--- src/rtl/core/ellspmv_pkg.sv ---
package ellspmv_pkg;

  // Default sizes of the storage.
  localparam int unsigned VECTOR_DEPTH  = 1024;
  localparam int unsigned MAX_ROW_WIDTH = 64;
  localparam int unsigned QUEUE_DEPTH   = 4;

  // Fixed field widths.
  localparam int unsigned INDEX_W    = 10;
  localparam int unsigned VALUE_W    = 32;
  localparam int unsigned ROW_W      = 10;
  localparam int unsigned ACC_W      = 64;
  localparam int unsigned ROWS_W     = 11;
  localparam int unsigned WIDTH_W    = 7;
  localparam int unsigned CFG_DATA_W = 11;

  // Request kinds.
  typedef enum logic [0:0] {
    KIND_LOAD  = 1'b0,
    KIND_ENTRY = 1'b1
  } kind_e;

  // Configuration register indexes.
  typedef enum logic [0:0] {
    CFG_NUM_ROWS  = 1'b0,
    CFG_ROW_WIDTH = 1'b1
  } cfg_reg_e;

  typedef struct packed {
    kind_e                     kind;
    logic [INDEX_W-1:0]        index;
    logic                      padding;
    logic signed [VALUE_W-1:0] value;
  } in_item_t;

  typedef struct packed {
    logic [ROW_W-1:0]          row;
    logic signed [VALUE_W-1:0] sum;
    logic                      last_row;
  } out_item_t;

  // One matrix slot on its way to the multiply-accumulate side.
  typedef struct packed {
    logic                      active;
    logic signed [VALUE_W-1:0] mat_val;
    logic signed [VALUE_W-1:0] vec_val;
  } slot_t;

  typedef struct packed {
    logic [ROWS_W-1:0]  num_rows;
    logic [WIDTH_W-1:0] row_width;
  } cfg_t;

  // Floor a Q32.32 value to Q16.16 and saturate it.
  function automatic logic signed [VALUE_W-1:0] to_q16(input logic signed [ACC_W-1:0] acc);
    logic in_range;
    in_range = (&acc[ACC_W-1:47]) | ~(|acc[ACC_W-1:47]);
    if (in_range) begin
      return acc[47:16];
    end else if (acc[ACC_W-1]) begin
      return {1'b1, {(VALUE_W-1){1'b0}}};
    end else begin
      return {1'b0, {(VALUE_W-1){1'b1}}};
    end
  endfunction

endpackage

--- src/rtl/core/ellspmv_queue.sv ---
module ellspmv_queue import ellspmv_pkg::*; #(
  parameter int unsigned QueueDepth = QUEUE_DEPTH
) (
  input  logic                            clk_i,
  input  logic                            rst_ni,
  input  logic                            push_i,
  input  slot_t                           push_data_i,
  input  logic                            pop_i,
  output slot_t                           pop_data_o,
  output logic                            empty_o,
  output logic [$clog2(QueueDepth+1)-1:0] count_o
);

  localparam int unsigned PTR_W = (QueueDepth > 1) ? $clog2(QueueDepth) : 1;
  localparam int unsigned CNT_W = $clog2(QueueDepth + 1);

  slot_t              slots_q [QueueDepth];
  logic [PTR_W-1:0]   wr_ptr_q, wr_ptr_d;
  logic [PTR_W-1:0]   rd_ptr_q, rd_ptr_d;
  logic [CNT_W-1:0]   count_q, count_d;

  // Pointer and fill count updates; pointers wrap at the depth.
  always_comb begin
    wr_ptr_d = wr_ptr_q;
    rd_ptr_d = rd_ptr_q;
    count_d  = count_q;
    if (push_i) begin
      wr_ptr_d = (32'(wr_ptr_q) == QueueDepth - 1) ? '0 : wr_ptr_q + 1'b1;
    end
    if (pop_i) begin
      rd_ptr_d = (32'(rd_ptr_q) == QueueDepth - 1) ? '0 : rd_ptr_q + 1'b1;
    end
    if (push_i && !pop_i) begin
      count_d = count_q + 1'b1;
    end else if (!push_i && pop_i) begin
      count_d = count_q - 1'b1;
    end
  end

  always_ff @(posedge clk_i or negedge rst_ni) begin
    if (!rst_ni) begin
      wr_ptr_q <= '0;
      rd_ptr_q <= '0;
      count_q  <= '0;
    end else begin
      wr_ptr_q <= wr_ptr_d;
      rd_ptr_q <= rd_ptr_d;
      count_q  <= count_d;
    end
  end

  // Slot storage holds payload only.
  always_ff @(posedge clk_i) begin
    if (push_i) begin
      slots_q[wr_ptr_q] <= push_data_i;
    end
  end

  assign pop_data_o = slots_q[rd_ptr_q];
  assign empty_o    = (count_q == '0);
  assign count_o    = count_q;

endmodule

--- config.mk ---
export PLATFORM = sky130hd
export DESIGN_NAME = ellspmv_queue
export DESIGN_NICKNAME = d
export VERILOG_FILES = /design/src/rtl/core/ellspmv_pkg.sv /design/src/rtl/core/ellspmv_queue.sv
export SDC_FILE = /design/constraint.sdc
export NUM_CORES = 1
export LEC_CHECK = 0
export BUFFER_PORTS_ARGS = -buffer_cell sky130_fd_sc_hd__clkbuf_2
export CAP_MARGIN = 30
export CORE_ASPECT_RATIO = 0.75
export CORE_MARGIN = 2
export CORE_UTILIZATION = 25
export DETAILED_ROUTE_END_ITERATION = 7
export GPL_TIMING_DRIVEN = 0
export SLEW_MARGIN = 10
export SYNTH_ARGS = -nofsm -noshare
export SYNTH_HDL_FRONTEND = slang
export SYNTH_SLANG_ARGS = --single-unit
--- constraint.sdc ---
create_clock -name clk_i -period 2.65 [get_ports clk_i]
set_input_delay 0.265 -clock clk_i [delete_from_list [all_inputs] [get_ports clk_i]]
set_output_delay 0.265 -clock clk_i [all_outputs]
set_load 0.01 [all_outputs]
==> flow_summary.json <==
{
  "place_area_um2": 11300,
  "cts_tree": "done",
  "viasPerCell": 4.04,
  "period_minus_slack_ns": 2.47,
  "cts-root-buf": "clkbuf_16",
  "cts_buffers": 28,
  "cpMostUsedCell": "buf_2",
  "synth_fp_nets": 452,
  "grt_use_met1_pct": 13.0,
  "layout_common_cells": "edfxtp_1 (260), clkbuf_2 (137), dlygate4sd3_1 (67)",
  "wire_per_inst_um": 17.9,
  "pin_count": 138,
  "synth-warning-count": 0,
  "cap_violations": 0,
  "grt_max_degree": 38,
  "synth_adder_area_share_pct": 0.968,
  "critPathMaxFanout": 10,
  "clk_latency_ns": 0.55,
  "fin_crit_sh_pct": 93.3,
  "worst_slack_ns": 0.177,
  "die_h_um": 176,
  "synth_compound_area_share_pct": 0.102,
  "cp-end-kind": "output pin",
  "grtUsageMet3_pct": 2.89,
  "remaining_drc_errors": 0,
  "row_count": 62,
  "avgSynthCellArea_um2": 26.1,
  "post-cts-setup-buffers": 0,
  "syn_to_final_growth_pct": 31.4,
  "numPortBuffers": 137,
  "finalWirelength_um": 20500,
  "slowest_stage": "dfrtp_1",
  "crit_required_ns": 2.38,
  "overflow": 0,
  "grt_setup_unrepaired": "no",
  "grt-busiest-layer": "met2",
  "die_w_um": 233,
  "final_common_cell": "edfxtp_1",
  "cts_sinks": 267,
  "synth_top_family_by_area": "multiplexers",
  "criticalPathCategory": "reg2out",
  "power_per_cell_area_nw_per_um2": 1060,
  "ys_types": 19,
  "synth_simple_gate_area_share_pct": 0.497,
  "utilization_pct": 33.5,
  "synth-seq-cells": 267,
  "synth.cell_area_um2": 9820,
  "core-area_um2": 38500,
  "first_iter_violations": 207,
  "critPathMaxStageDelay_ns": 0.42,
  "synth_seq_area_share_pct": 81.3,
  "final_antenna_net_count": 0,
  "setup-violations-final": 0,
  "max_freq_mhz": 404,
  "first_global_vias": 5220,
  "irDropWorstVdd_v": 0.000694,
  "fin_worst_skew_ns": 0.0176,
  "slew_headroom_pct": 54.0,
  "syn_inst": 376,
  "cp_data_arrival_time_ns": 2.21,
  "start_util_pct": 25.5,
  "dpl.hpwl_um": 12800,
  "grt_pass1_wl_um": 30900,
  "pre_cts_slack_ns": 0.615,
  "diodes": 0,
  "grt_usage_pct": 10.1,
  "synthXorXnorAreaFrac_pct": 0.268,
  "drive_gt1_share_pct": 42.3,
  "synth_mux_area_share_pct": 15.2,
  "worst_slew_pin_slew_ns": 0.690,
  "hold_viol": 0,
  "gp_congestion": 0.664,
  "die-area_um2": 40900,
  "vias": 4639,
  "grt.met2_usage_pct": 16.8,
  "worstPathCellList": "buf_2, buf_2, mux4_2, clkbuf_2",
  "status": "finished, final reports clean",
  "crit_path_start_kind": "flop",
  "slew_viol_final": 0,
  "p_leak_nw": 4.44,
  "cts.reportedPaths.clkPinSlew_ns": 0.06,
  "layout.nets": 690,
  "crit_buf_inv": 3,
  "final_area_um2": 12900,
  "clockBufferDepth": 3,
  "htreeDepth": 1,
  "grt_antenna_before_repair": 0,
  "cp_top_family": "buffers and inverters",
  "dr.pass1.iters": 4,
  "min_path_type": "in2reg"
}
[layout make-up]
cell class,count,area [µm²]
Fill cell,3667,25600
Tap cell,512,641
Buffer,15,149
Clock inverter,19,236
Timing Repair Buffer,208,1450
Multi-Input combinational cell,90,1690
Sequential cell,267,7980
Inverter,4,15.0
Clock buffer,33,741
[sequential cells by signal (all words and copies together), names as in the netlist]
| name | count |
|---|---|
| slots_q | 260 |
| count_o | 3 |
| rd_ptr_q | 2 |
| wr_ptr_q | 2 |
[layer usage]
| metal | routed length, µm | share of wire [%] |
|---|---|---|
| met4 | 491 | 2.4 |
| met2 | 9750 | 47 |
| met1 | 9150 | 45 |
| met5 | 0 | 0 |
| met3 | 1150 | 5.6 |
[metrics by stage]
step	instances	total power, mW	TNS, ns	hold WS [ns]
after floorplan	376	8.12	0	-0.0306
after global placement	1025	9.65	-352.62	0.119
after detailed placement	1029	9.70	0	0.120
after CTS	1148	14.0	0	0.00663
after global routing	1148	14.4	0	0.0434
final	1148	13.7	0	0.0461
[power breakdown]
part | internal [mW] | total (mW) | leakage, nW | switching (mW)
clock | 2.49 | 4.13 | 0.467 | 1.64
combinational | 1.86 | 3.94 | 1.50 | 2.08
sequential | 5.41 | 5.59 | 2.47 | 0.177
[worst reg2reg max path, stage by stage, from the launching register on]
cell and delay, ns:
dfrtp_1 0.42, inv_1 0.12, ha_1 0.15, and2_4 0.56
buf_12 0.30
[what timing repair did]
action,4_1_cts,5_1_grt
endpoints found under the hold margin,269,0
hold buffers,67,0
resized for setup,1,0
setup endpoints to repair,1,0
[cell usage after synthesis (all sizes together)]
master  instances  area (µm²)
and2            4        25.0
buf            13         139
clkbuf          2        7.51
dfrtp           7         175
edfxtp        260        7810
fa              1        20.0
ha              6        75.1
inv             4        15.0
mux2            3        33.8
mux4           65        1460
nand2           2        7.51
nor2            3        11.3
nor3            1        5.00
o21ai           2        10.0
xnor2           1        8.76
xor2            2        17.5
[final timing paths]
check,start,endpoint,slack (ns),cells past startpoint
worst max-delay path,rd_ptr_q[1]$_DFFE_PN0P_,pop_data_o[36],0.18,4
worst min-delay path,push_i,wr_ptr_q[0]$_DFFE_PN0P_,0.05,2
worst max register to register,wr_ptr_q[0]$_DFFE_PN0P_,slots_q[0][33]$_DFFE_PP_,0.76,4
worst min register to register,count_o[2]$_DFFE_PN0P_,count_o[2]$_DFFE_PN0P_,0.49,1
max in group asynchronous,rst_ni,rd_ptr_q[1]$_DFFE_PN0P_,2.38,2
min in group asynchronous,rst_ni,wr_ptr_q[0]$_DFFE_PN0P_,0.09,2
[kinds of logic after synthesis]
family,after synthesis
compound gates,2
xor+xnor,3
fa+ha+maj,7
buf+inv,19
flops,267
mux,68
simple gates,10
No activity file was read; power rests on OpenSTA's default activity.
