`src/rtl/core/ellspmv_pkg.sv`:
```
package ellspmv_pkg;

  // Default sizes of the storage.
  localparam int unsigned VECTOR_DEPTH  = 1024;
  localparam int unsigned MAX_ROW_WIDTH = 64;
  localparam int unsigned QUEUE_DEPTH   = 4;

  // Fixed field widths.
  localparam int unsigned INDEX_W    = 10;
  localparam int unsigned VALUE_W    = 32;
  localparam int unsigned ROW_W      = 10;
  localparam int unsigned ACC_W      = 64;
  localparam int unsigned ROWS_W     = 11;
  localparam int unsigned WIDTH_W    = 7;
  localparam int unsigned CFG_DATA_W = 11;

  // Request kinds.
  typedef enum logic [0:0] {
    KIND_LOAD  = 1'b0,
    KIND_ENTRY = 1'b1
  } kind_e;

  // Configuration register indexes.
  typedef enum logic [0:0] {
    CFG_NUM_ROWS  = 1'b0,
    CFG_ROW_WIDTH = 1'b1
  } cfg_reg_e;

  typedef struct packed {
    kind_e                     kind;
    logic [INDEX_W-1:0]        index;
    logic                      padding;
    logic signed [VALUE_W-1:0] value;
  } in_item_t;

  typedef struct packed {
    logic [ROW_W-1:0]          row;
    logic signed [VALUE_W-1:0] sum;
    logic                      last_row;
  } out_item_t;

  // One matrix slot on its way to the multiply-accumulate side.
  typedef struct packed {
    logic                      active;
    logic signed [VALUE_W-1:0] mat_val;
    logic signed [VALUE_W-1:0] vec_val;
  } slot_t;

  typedef struct packed {
    logic [ROWS_W-1:0]  num_rows;
    logic [WIDTH_W-1:0] row_width;
  } cfg_t;

  // Floor a Q32.32 value to Q16.16 and saturate it.
  function automatic logic signed [VALUE_W-1:0] to_q16(input logic signed [ACC_W-1:0] acc);
    logic in_range;
    in_range = (&acc[ACC_W-1:47]) | ~(|acc[ACC_W-1:47]);
    if (in_range) begin
      return acc[47:16];
    end else if (acc[ACC_W-1]) begin
      return {1'b1, {(VALUE_W-1){1'b0}}};
    end else begin
      return {1'b0, {(VALUE_W-1){1'b1}}};
    end
  endfunction

endpackage

```
`src/rtl/core/ellspmv_back.sv`:
```
module ellspmv_back import ellspmv_pkg::*; #(
  parameter int unsigned VectorDepth = VECTOR_DEPTH,
  parameter int unsigned MaxRowWidth = MAX_ROW_WIDTH
) (
  input  logic      clk_i,
  input  logic      rst_ni,
  input  cfg_t      cfg_i,
  input  logic      q_empty_i,
  input  slot_t     q_data_i,
  output logic      pop_o,
  output logic      out_valid_o,
  input  logic      out_stall_i,
  output out_item_t out_item_o
);

  localparam int unsigned ENT_W = $clog2(MaxRowWidth + 1);

  logic                      mul_valid_q, mul_valid_d;
  logic signed [ACC_W-1:0]   mul_full;
  logic signed [ACC_W-1:0]   prod_q;
  logic signed [ACC_W-1:0]   acc_q, acc_d;
  logic signed [ACC_W:0]     acc_sum;
  logic signed [ACC_W-1:0]   acc_new;
  logic [ENT_W-1:0]          ent_q, ent_d;
  logic [ROW_W-1:0]          row_q, row_d;
  logic [31:0]               width_eff;
  logic [31:0]               rows_eff;
  logic                      row_end;
  logic                      last;
  logic                      acc_fire;
  logic                      out_valid_q, out_valid_d;
  out_item_t                 out_item_q;

  // Effective register values, clamped to their legal ranges.
  always_comb begin
    width_eff = 32'(cfg_i.row_width);
    if (width_eff == 0) begin
      width_eff = 32'd1;
    end else if (width_eff > MaxRowWidth) begin
      width_eff = MaxRowWidth;
    end
    rows_eff = 32'(cfg_i.num_rows);
    if (rows_eff == 0) begin
      rows_eff = 32'd1;
    end else if (rows_eff > VectorDepth) begin
      rows_eff = VectorDepth;
    end
  end

  assign row_end = (32'(ent_q) + 32'd1) >= width_eff;
  assign last    = (32'(row_q) + 32'd1) >= rows_eff;

  // The accumulate step waits only when it would finish a row into a full output.
  assign acc_fire = mul_valid_q && (!row_end || !out_valid_q || !out_stall_i);
  assign pop_o    = !q_empty_i && (!mul_valid_q || acc_fire);

  // Multiply stage.
  always_comb begin
    mul_valid_d = mul_valid_q;
    if (pop_o) begin
      mul_valid_d = 1'b1;
    end else if (acc_fire) begin
      mul_valid_d = 1'b0;
    end
  end

  // Full-width signed product of the matrix value and the vector element.
  assign mul_full = $signed(q_data_i.mat_val) * $signed(q_data_i.vec_val);

  always_ff @(posedge clk_i) begin
    if (pop_o) begin
      prod_q <= q_data_i.active ? mul_full : '0;
    end
  end

  // Saturating 64-bit accumulate.
  always_comb begin
    acc_sum = {acc_q[ACC_W-1], acc_q} + {prod_q[ACC_W-1], prod_q};
    if (acc_sum[ACC_W] != acc_sum[ACC_W-1]) begin
      acc_new = acc_sum[ACC_W] ? {1'b1, {(ACC_W-1){1'b0}}} : {1'b0, {(ACC_W-1){1'b1}}};
    end else begin
      acc_new = acc_sum[ACC_W-1:0];
    end
  end

  // Row bookkeeping and the output register.
  always_comb begin
    acc_d       = acc_q;
    ent_d       = ent_q;
    row_d       = row_q;
    out_valid_d = out_valid_q && out_stall_i;
    if (acc_fire) begin
      if (row_end) begin
        acc_d       = '0;
        ent_d       = '0;
        row_d       = last ? '0 : row_q + 1'b1;
        out_valid_d = 1'b1;
      end else begin
        acc_d = acc_new;
        ent_d = ent_q + 1'b1;
      end
    end
  end

  always_ff @(posedge clk_i or negedge rst_ni) begin
    if (!rst_ni) begin
      mul_valid_q <= 1'b0;
      acc_q       <= '0;
      ent_q       <= '0;
      row_q       <= '0;
      out_valid_q <= 1'b0;
    end else begin
      mul_valid_q <= mul_valid_d;
      acc_q       <= acc_d;
      ent_q       <= ent_d;
      row_q       <= row_d;
      out_valid_q <= out_valid_d;
    end
  end

  always_ff @(posedge clk_i) begin
    if (acc_fire && row_end) begin
      out_item_q.row      <= row_q;
      out_item_q.sum      <= to_q16(acc_new);
      out_item_q.last_row <= last;
    end
  end

  assign out_valid_o = out_valid_q;
  assign out_item_o  = out_item_q;

endmodule

```
`config.mk`:
```
export PLATFORM = sky130hd
export DESIGN_NAME = ellspmv_back
export DESIGN_NICKNAME = d
export VERILOG_FILES = /design/src/rtl/core/ellspmv_pkg.sv /design/src/rtl/core/ellspmv_back.sv
export SDC_FILE = /design/constraint.sdc
export NUM_CORES = 2
export LEC_CHECK = 0
export BUFFER_PORTS_ARGS = -buffer_cell sky130_fd_sc_hd__buf_4
export CORE_MARGIN = 4
export CORE_UTILIZATION = 45
export DETAILED_ROUTE_END_ITERATION = 10
export PLACE_DENSITY_LB_ADDON = 0.12
export RECOVER_POWER = 25
export SLEW_MARGIN = 30
export SYNTH_ARGS = -nofsm -noshare
export SYNTH_HDL_FRONTEND = slang
export SYNTH_SLANG_ARGS = --single-unit
```
`constraint.sdc`:
```
create_clock -name clk_i -period 7.16 [get_ports clk_i]
set_input_delay 0.716 -clock clk_i [delete_from_list [all_inputs] [get_ports clk_i]]
set_output_delay 0.716 -clock clk_i [all_outputs]
set_load 0.05 [all_outputs]
```
==> flow_summary.yaml <==
sta:
  slew_headroom_pct: -127
  hold_slack_ns: 0.436
  worst_slack_ns: -0.377
  setup_viol: 22
  fmax_ghz: 0.133
  tightest_slew_ns: 3.41
  hold_viol: 0
  period_share_pct: 105
  finalClockSkew_ns: 0.0158
  rsz0062_at_grt: "true"
  fin_crit_ns: 7.54
  slew_viol_final: 86
floorplanning:
  ios: 132
  rows: 120
  fp.dieArea_sq_mm: 0.113
  die_h_um: 336
  die_x_um: 336
  core-area_sq_mm: 0.107
  initial_core_util_pct: 45.3
global_route:
  overflow: 0
  grt_pass1_vias: 38900
  antenna_found_initial: 6
  grt_pass1_wl_um: 218000
  grt_use_total_pct: 24.6
  grt_start_max_net_pins: 74
route:
  drt_iter0_drc: 1965
  wire_per_inst_um: 19.2
  drt_pass1_iterations: 7
  vias_per_cell: 5.13
  drc: 0
  vias: 35900
  drtAntennaViolNets: 0
  routed_wl_um: 135000
clocking:
  cts_root_buf: "clkbuf_16"
  clkTransAtPathRegs_ns: 0.08
  cts_made_buffers: 17
  clock_latency_ns: 0.46
  cts_sinks: 190
  cts_tree: "done"
  htreeDepth: 4
  clock_path_buffers: 2
setup_path:
  cp.arrival_ns: 7.74
  critical-path-max-stage-delay_ns: 0.59
  ff2ff_path_depth: 18
  r2r_slack_ns: 1.16
  rr_endpoint: "out_item_o[16]"
  cpMostUsedCell: "fa_1"
  cp_max_fo: 8
  end_kind: "flip-flop"
  crit_slowest_cell: "fa_1"
  r2r_start: "acc_q[10]"
  startpoint_type: "input pin"
  critPathKind: "in -> reg"
  crit_required_ns: 7.37
  startpoint: "q_data_i[11]"
synth:
  syn_nets: 6615
  seq_area_frac_synth_pct: 10.9
  syn_area_sq_mm: 0.0484
  synth_seq_cells: 190
  synthDistinctLibCells: 91
  yosys_warnings: 0
  syn_area_per_cell_sq_um: 9.35
  async_reset_ff_share_pct: 43.7
  synth_edf_count: 107
  synthCells: 5175
  ys.flop_type: "edfxtp_1"
worst_hold_path:
  hp-start: "q_empty_i"
  holdPathStages: 2
  min_to: "mul_valid_q"
  hp-class: "in -> reg"
status:
  failed_checks: "max-capacitance violations, max-slew violations, negative setup slack"
  status: "finished, violations left"
job:
  drv_cap: 2
placement:
  hpwl_um: 115000
  place_congestion: 0.906
  port_buffers: 131
final_layout:
  nets: 7022
  area_growth_pct: 18.0
  fillers: 9848
  layout_common_cells: "fa_1, inv_1, nand2_1"
  drive_gt1_share_pct: 17.3
  final_common_cell: "fa_1"
registers in the layout, indices dropped and copies added, names as in the netlist:
register,cells
acc_q,64
prod_q,64
out_item_o,43
row_q,10
ent_q,7
mul_valid_q,1
out_valid_o,1
through the flow:
step	instance area, sq um	setup TNS [ns]	setup WS [ns]	utilization (%)	instances
2_1_floorplan	49300	-7.35	-0.871	-	5175
3_3_place_gp	54600	-27.06	-0.998	51.1	6903
3_5_place_dp	54700	-29.36	-1.04	51.1	6903
4_1_cts	56500	-5.09	-0.381	52.9	6984
5_1_grt	57100	-11.07	-0.554	53.4	6998
6_report	57100	-5.45	-0.377	53.4	7002
Yosys cell counts, drive strengths merged, types with 4 or more instances:
master  instances  share of area [%]
a211o           7               0.13
a211oi         21               0.35
a21boi         23               0.36
a21o           75                1.2
a21oi         180                2.0
a221o           4              0.083
a221oi          4              0.072
a22o            9               0.16
a31oi          18               0.26
a41oi           4              0.072
and2          576                7.4
and3           20               0.26
and4            5              0.096
buf            16               0.32
clkbuf        255                2.0
dfrtp          83                4.3
edfxtp        107                6.6
fa           1083                 45
ha            270                7.0
inv           986                7.6
nand2         699                5.4
nand2b         23               0.30
nand3          27               0.28
nand4          43               0.56
nor2          152                1.2
nor2b          15               0.19
nor3           23               0.24
nor4            8               0.15
o211ai         15               0.30
o21a           25               0.39
o21ai         172                1.8
o21bai         15               0.23
o31ai           9               0.15
or2             6              0.078
or3            13               0.18
xnor2          87                1.6
xor2           47               0.85
final cells by class:
cell class | count | area (sq um) | area share, %
multi-input cells | 3725 | 39300 | 68.9
repair buffers | 660 | 6350 | 11.1
clock inverters | 13 | 189 | 0.331
clock buffers | 19 | 454 | 0.796
well taps | 1403 | 1760 | 3.08
inverters | 988 | 3720 | 6.52
flip-flops and latches | 190 | 5290 | 9.27
diodes | 4 | 10.0 | 0.0175
critical path, delay by kind of cell:
kind                     cells  cell delay, ns
adder cells (fa/ha/maj)      9            4.37
AND/OR/NAND/NOR              2            0.28
XOR/XNOR                     1            0.06
buffers and inverters        7            0.61
AO/OA/AOI/OAI               10            1.69
cell families (layout without fill, tap and decap cells):
kind of cell	Yosys count	after routing	share of synthesized area (%)
and+or+nand+nor	1623	1623	16.6
adders and majority gates	1353	1353	51.8
buffers and inverters	1260	1680	10.0
xor gates and xnor gates	134	134	2.43
other	0	4	0
AOI/OAI and AO/OA	611	611	8.13
DFF	190	190	10.9
muxes	4	4	0.0853
worst max-delay path by stage:
stage / to / slack, ns / cells past startpoint
after CTS: prod_q[61] / -0.38 / 26
after global routing: prod_q[55] / -0.55 / 29
after detailed placement: prod_q[62] / -1.04 / 27
final: prod_q[55] / -0.38 / 29
after floorplan: prod_q[60] / -0.87 / 28
after global placement: prod_q[63] / -1.0 / 25
layer usage:
layer  global-route usage, %  share of wire, %
met1                    36.5                48
met2                    39.5                45
met3                    2.99               5.5
met4                    4.38               1.6
met5                       0                 0
what timing repair did:
item | CTS | global route
hold buffers | 0 | 0
resized for setup | 174 | 109
buffers inserted | 44 | 15
pin swaps | 120 | 79
cloned | 6 | 1
setup endpoints to repair | 31 | 32
Power is left out: the tool's default activity adds up to more than one toggle a clock period on the data nets, which glitch-free logic cannot reach.
